[config.mk]
export PLATFORM = sky130hd
export DESIGN_NAME = bss_chain
export DESIGN_NICKNAME = d
export VERILOG_FILES = /design/src/rtl/core/assert_macros.svh /design/src/rtl/core/bss_pkg.sv /design/src/rtl/core/bss_cell.sv /design/src/rtl/core/bss_chain.sv
export SDC_FILE = /design/constraint.sdc
export NUM_CORES = 2
export LEC_CHECK = 0
export BUFFER_PORTS_ARGS = -buffer_cell sky130_fd_sc_hd__buf_2
export CORE_MARGIN = 2
export CORE_UTILIZATION = 59
export DETAILED_ROUTE_END_ITERATION = 8
export GPL_ROUTABILITY_DRIVEN = 1
export PLACE_DENSITY = 0.78
export SETUP_SLACK_MARGIN = 0.15
export SYNTH_ARGS = -nofsm -noshare
export SYNTH_HDL_FRONTEND = slang
export SYNTH_HIERARCHICAL = 1
export SYNTH_SLANG_ARGS = --single-unit
export TNS_END_PERCENT = 50
[constraint.sdc]
create_clock -name clk -period 3.4 [get_ports clk]
set_clock_uncertainty 0.05 [all_clocks]
set_input_delay 0.34 -clock clk [delete_from_list [all_inputs] [get_ports clk]]
set_output_delay 0.34 -clock clk [all_outputs]
set_load 0.05 [all_outputs]
[src/rtl/core/assert_macros.svh]
// ----------------------------------------------------------------------------
// assert_macros.svh
// Concurrent assertion shorthands, clocked on clk and disabled in reset.
// ----------------------------------------------------------------------------
`ifndef ASSERT_MACROS_SVH
`define ASSERT_MACROS_SVH

// expression holds at every clock edge out of reset
`define ASSERT_ALWAYS(lbl, expr) \
    lbl: assert property (@(posedge clk) disable iff (!rst_n) (expr)) \
        else $error("assertion failed: lbl");

// antecedent in this cycle implies consequent in the next
`define ASSERT_NEXT(lbl, ante, cons) \
    lbl: assert property (@(posedge clk) disable iff (!rst_n) (ante) |=> (cons)) \
        else $error("assertion failed: lbl");

`endif

[src/rtl/core/bss_pkg.sv]
// ----------------------------------------------------------------------------
// bss_pkg
// Shared types and codes of the bounded stack with search.
// ----------------------------------------------------------------------------
package bss_pkg;

    localparam int WORD_W = 32;
    localparam int POS_W  = 7;
    localparam int CAP_W  = 7;
    localparam int FUNC_W = 2;
    localparam int STAT_W = 3;

    // operation codes carried in s_tuser
    localparam logic [FUNC_W-1:0] FUNC_PUSH   = 2'd0;
    localparam logic [FUNC_W-1:0] FUNC_POP    = 2'd1;
    localparam logic [FUNC_W-1:0] FUNC_DUMP   = 2'd2;
    localparam logic [FUNC_W-1:0] FUNC_SEARCH = 2'd3;

    // result status codes carried in m_tuser
    localparam logic [STAT_W-1:0] STAT_OK        = 3'd0;
    localparam logic [STAT_W-1:0] STAT_OVERFLOW  = 3'd1;
    localparam logic [STAT_W-1:0] STAT_UNDERFLOW = 3'd2;
    localparam logic [STAT_W-1:0] STAT_EMPTY     = 3'd3;
    localparam logic [STAT_W-1:0] STAT_FOUND     = 3'd4;
    localparam logic [STAT_W-1:0] STAT_NOTFOUND  = 3'd5;

    // register addresses
    localparam int ADDR_W = 3;
    localparam logic [ADDR_W-1:0] ADDR_CAPACITY = 3'd0;
    localparam logic [CAP_W-1:0]  CAPACITY_RST  = 7'd64;

    // chain movement
    typedef enum logic [1:0] {
        SHIFT_HOLD,
        SHIFT_PUSH,
        SHIFT_POP,
        SHIFT_ROT
    } shift_op_t;

    // per-cell control
    typedef struct packed {
        shift_op_t op;
        logic      active;  // cell holds a live entry
        logic      tail;    // cell holds the bottom live entry
    } cell_ctl_t;

endpackage

[src/rtl/core/bss_cell.sv]
// ----------------------------------------------------------------------------
// bss_cell
// One stack slot: holds a word, takes a neighbor's or top slot's word on a move.
// ----------------------------------------------------------------------------
module bss_cell (
    input  logic                       clk,
    input  bss_pkg::cell_ctl_t         ctl,
    input  logic [bss_pkg::WORD_W-1:0] up_data,    // from the slot nearer the top
    input  logic [bss_pkg::WORD_W-1:0] dn_data,    // from the slot nearer the bottom
    input  logic [bss_pkg::WORD_W-1:0] wrap_data,  // top slot, for rotation
    output logic [bss_pkg::WORD_W-1:0] data
);
    import bss_pkg::*;

    logic [WORD_W-1:0] data_reg;
    logic [WORD_W-1:0] data_next;

    // slot next value
    always_comb
    begin
        data_next = data_reg;
        case (ctl.op)
            SHIFT_PUSH: data_next = up_data;
            SHIFT_POP:  data_next = dn_data;
            SHIFT_ROT:
            begin
                if (ctl.active)
                begin
                    data_next = ctl.tail ? wrap_data : dn_data;
                end
            end
            default:    data_next = data_reg;
        endcase
    end

    always_ff @(posedge clk)
    begin
        data_reg <= data_next;
    end

    assign data = data_reg;

endmodule

[src/rtl/core/bss_chain.sv]
// ----------------------------------------------------------------------------
// bss_chain
// Row of stack slots, top at slot 0; shifts for push/pop, rotates for scans.
// ----------------------------------------------------------------------------
module bss_chain #(
    parameter int DEPTH = 64,
    parameter int CW    = $clog2(DEPTH + 1)
) (
    input  logic                       clk,
    input  bss_pkg::shift_op_t         op,
    input  logic [CW-1:0]              count,
    input  logic [bss_pkg::WORD_W-1:0] push_data,
    output logic [bss_pkg::WORD_W-1:0] top_data
);
    import bss_pkg::*;

    logic [WORD_W-1:0] slot_q [DEPTH];

    genvar k;
    generate
        for (k = 0; k < DEPTH; k++)
        begin : g_slot
            localparam logic [CW-1:0] IDX  = CW'(k);
            localparam logic [CW-1:0] IDX1 = CW'(k + 1);

            logic [WORD_W-1:0] up_w;
            logic [WORD_W-1:0] dn_w;
            cell_ctl_t         ctl_w;

            if (k == 0)
            begin : g_first
                assign up_w = push_data;
            end
            else
            begin : g_mid_up
                assign up_w = slot_q[k-1];
            end

            if (k == DEPTH - 1)
            begin : g_last
                assign dn_w = slot_q[k];
            end
            else
            begin : g_mid_dn
                assign dn_w = slot_q[k+1];
            end

            assign ctl_w.op     = op;
            assign ctl_w.active = (IDX < count);
            assign ctl_w.tail   = (IDX1 == count);

            bss_cell u_cell (
                .clk       (clk),
                .ctl       (ctl_w),
                .up_data   (up_w),
                .dn_data   (dn_w),
                .wrap_data (slot_q[0]),
                .data      (slot_q[k])
            );
        end
    endgenerate

    assign top_data = slot_q[0];

endmodule

==> reports/qor.csv <==
metric,value,unit
Mapped Area,131000,sq um
Synth Area in Compound Gates,0.276,
Worst R2R End,g_slot[40].u_cell/data[22],
Synth top area share,0.470,
clock slew at reported path FFs,0.06,ns
core footprint,220000,sq um
Ports,74,
setup slack after layout,0.385,ns
"Data required, critical path",3.01,ns
CTS Buffer Depth,3,
register area share after synthesis,0.470,
Starting Density,0.594,
hold bufs inserted after CTS,32,
fillers,15900,
period utilisation layout,0.887,
Setup crit start,g_slot[0].u_cell/data[7],
TritonCTS buffer count,221,
Synth warnings,6,
Least-Margin Pin Slew,1.31,ns
placed insts,12400,
RSZ-0062 raised after global routing,no,
Final nets,9974,
max FFs per register,2048,
simple-gate share of the synthesized area,0.0652,
Detail Route Antenna Nets,0,
maxcap violations,0,
pins over their slew limit,0,
CTS Sinks,2048,
GPL Wtd Cong,1.14,
leakage power,49.7,nW
pwr dens,564,nW/um^2
syn_area_per_cell,13.1,sq um
grt ovf,0,
largest net degree at the start of global routing,98,
multiplexer area fraction after synthesis,0.115,
Post-synth EDFFs,2048,
Root Buffer,clkbuf_16,
drc violations,0,
drt wl/cell,32.7,um
outcome,"finished, final reports clean",
pre-CTS setup slack,0.113,ns
Setup crit end kind,output pin,
post-cts resize count,0,
crit path kind,flop to output pin,
Post-Synth Adder-Cell Area,0.0184,
Via-to-Cell Ratio,7.46,
area grow syn2layout,8.06,%
xor and xnor fraction of the mapped netlist area,0,
CTS tree,yes,
CTS HTree Levels,4,
first-pass GRT wire length,621,mm
CP Launch Type,flop,
vias in the first global route,93300,
Synth area leader,edfxtp_1,
most area-consuming cells after synthesis,"edfxtp_1 47%, a221oi_2 11%, mux2_4 11%",
hpwl dp,278,mm
Clock Latency Late Sink,0.90,ns
Cell variety after synth,50,
initial antenna violation count,31,
Syn Nets,10200,
FP Rows,172,
share of layout cells above drive strength 1,0.311,
reg-to-reg setup timing slack,1.12,ns
drt pass-1 iters,6,
All-Layer GR Usage,0.363,
Worst Setup EP,top_data[7],
count of non-filler cells in the finished layout,12900,
1st-iter DRT viols,13000,
RR Startpoint,g_slot[0].u_cell/data[22],
Fmax achieved,332,MHz
largest family of logic cells by synthesized area,compound AO/OA/AOI/OAI gates,
DR vias,96300,
post-synthesis register bit count,2048,
full die area,226000,sq um
min Tclk post-route,3.01,ns
ys flop type,edfxtp_1,
WL final,422,mm
HP Class,input pin to flop,
die outline height,475,um
synthesized instance count,9956,
Rel. slew slack,0.124,
final setup violation count,0,
Max IR drop VDD,0.461,mV
die span in x,475,um
worst-path fanout max,55,
setup total negative slack,0,ns
Critical Path AT,2.62,ns
Fin. Hold Viols,0,
async set or reset register ratio after synthesis,0,
Post-CTS Setup Bufs,0,
reg2reg path depth,4,
PortBufs,73,
==> layout by cell type (no fill, tap or decap), types with 41 or more instances in the layout <==
cell type / n
edfxtp_1: 2048
a21oi_1: 2000
and2_1: 1081
a221o_1: 990
mux2_4: 930
a221oi_2: 930
buf_4: 335
clkbuf_16: 224
ha_1: 161
inv_1: 137
buf_12: 126
clkinv_1: 95
buf_2: 71
a221o_2: 66
mux2_2: 62
a221oi_1: 62
clkbuf_1: 56
nor2_1: 53
nor2_4: 50
nand2_1: 49
clkinv_2: 41
==> worst max-delay path, cell delays in order, from the launching register on <==
cell	delay, ns
edfxtp_1	0.78
buf_12	0.39
buf_2	0.39
==> power breakdown <==
group          leakage, nW  internal (W)  total [W]  switching, W
Clock                 3.32        0.0129     0.0235        0.0106
Combinational         25.6       0.00817     0.0173       0.00916
Sequential            20.8        0.0336     0.0390       0.00532
Total                 49.7        0.0547     0.0798        0.0251
==> routing by layer <==
layer | vias to the layer above | part of all wire | GRT usage
li1 | 40200 | - | -
met1 | 48200 | 0.36 | 0.458
met2 | 6478 | 0.46 | 0.566
met3 | 1334 | 0.10 | 0.0709
met4 | 26 | 0.078 | 0.249
met5 | - | 0.00040 | 0
==> cells by family after synthesis <==
group	after synthesis
compound gates	4149
fa+ha+maj	192
buf+inv	1175
flops	2048
mux	1025
simple gates	1367
==> layout make-up <==
cell class / count / area [sq um] / share of cell area
Sequential cell: 2048 / 61500 / 0.435
Multi-Input combinational cell: 6733 / 63000 / 0.446
Timing Repair Buffer: 567 / 5760 / 0.0407
Clock buffer: 280 / 5820 / 0.0411
Inverter: 169 / 634 / 0.00449
Antenna cell: 18 / 45.0 / 0.000318
Tap cell: 2958 / 3700 / 0.0262
Clock inverter: 129 / 965 / 0.00682
==> worst min path at each step <==
stage                                   start                         to  slack (ns)  cells past startpoint
global route                    push_data[30]  g_slot[0].u_cell/data[30]        0.34                      4
floorplan            g_slot[1].u_cell/data[0]   g_slot[0].u_cell/data[0]        0.49                      1
finish                          push_data[14]  g_slot[0].u_cell/data[14]        0.33                      4
global placement     g_slot[1].u_cell/data[6]   g_slot[0].u_cell/data[6]        0.50                      1
detailed placement  g_slot[27].u_cell/data[8]  g_slot[26].u_cell/data[8]        0.51                      1
CTS                             push_data[14]  g_slot[0].u_cell/data[14]        0.29                      4
==> stage by stage <==
| step | utilization | cell area [sq um] | power (W) | hold slack (ns) |
|---|---|---|---|---|
| after global routing | 0.642 | 141000 | 0.0820 | 0.343 |
| after CTS | 0.642 | 141000 | 0.0791 | 0.290 |
| after floorplan | - | 131000 | 0.0490 | 0.492 |
| final | 0.642 | 141000 | 0.0798 | 0.327 |
| after detailed placement | 0.610 | 134000 | 0.0558 | 0.514 |
| after global placement | 0.610 | 134000 | 0.0550 | 0.500 |
==> synthesized netlist by cell type (3+ instances only) <==
library cell,number
and2_1,1087
o211ai_1,3
and2_2,31
a221o_1,990
a22oi_1,7
mux2_4,930
clkinv_1,31
o21ai_0,23
nand2_1,49
buf_2,424
nor3_1,25
mux2_2,62
a221oi_1,62
nand4bb_1,3
buf_6,130
a31o_4,33
clkbuf_1,260
buf_4,99
nor2_1,70
inv_1,137
a221oi_2,930
edfxtp_1,2048
buf_8,93
mux2i_1,33
nor2_4,33
a21oi_1,2031
nand2b_1,6
ha_1,192
nor4_1,5
a221o_2,66
nor2_2,34
nand3b_1,4
Note: power is estimated with default switching activity, not from simulation.
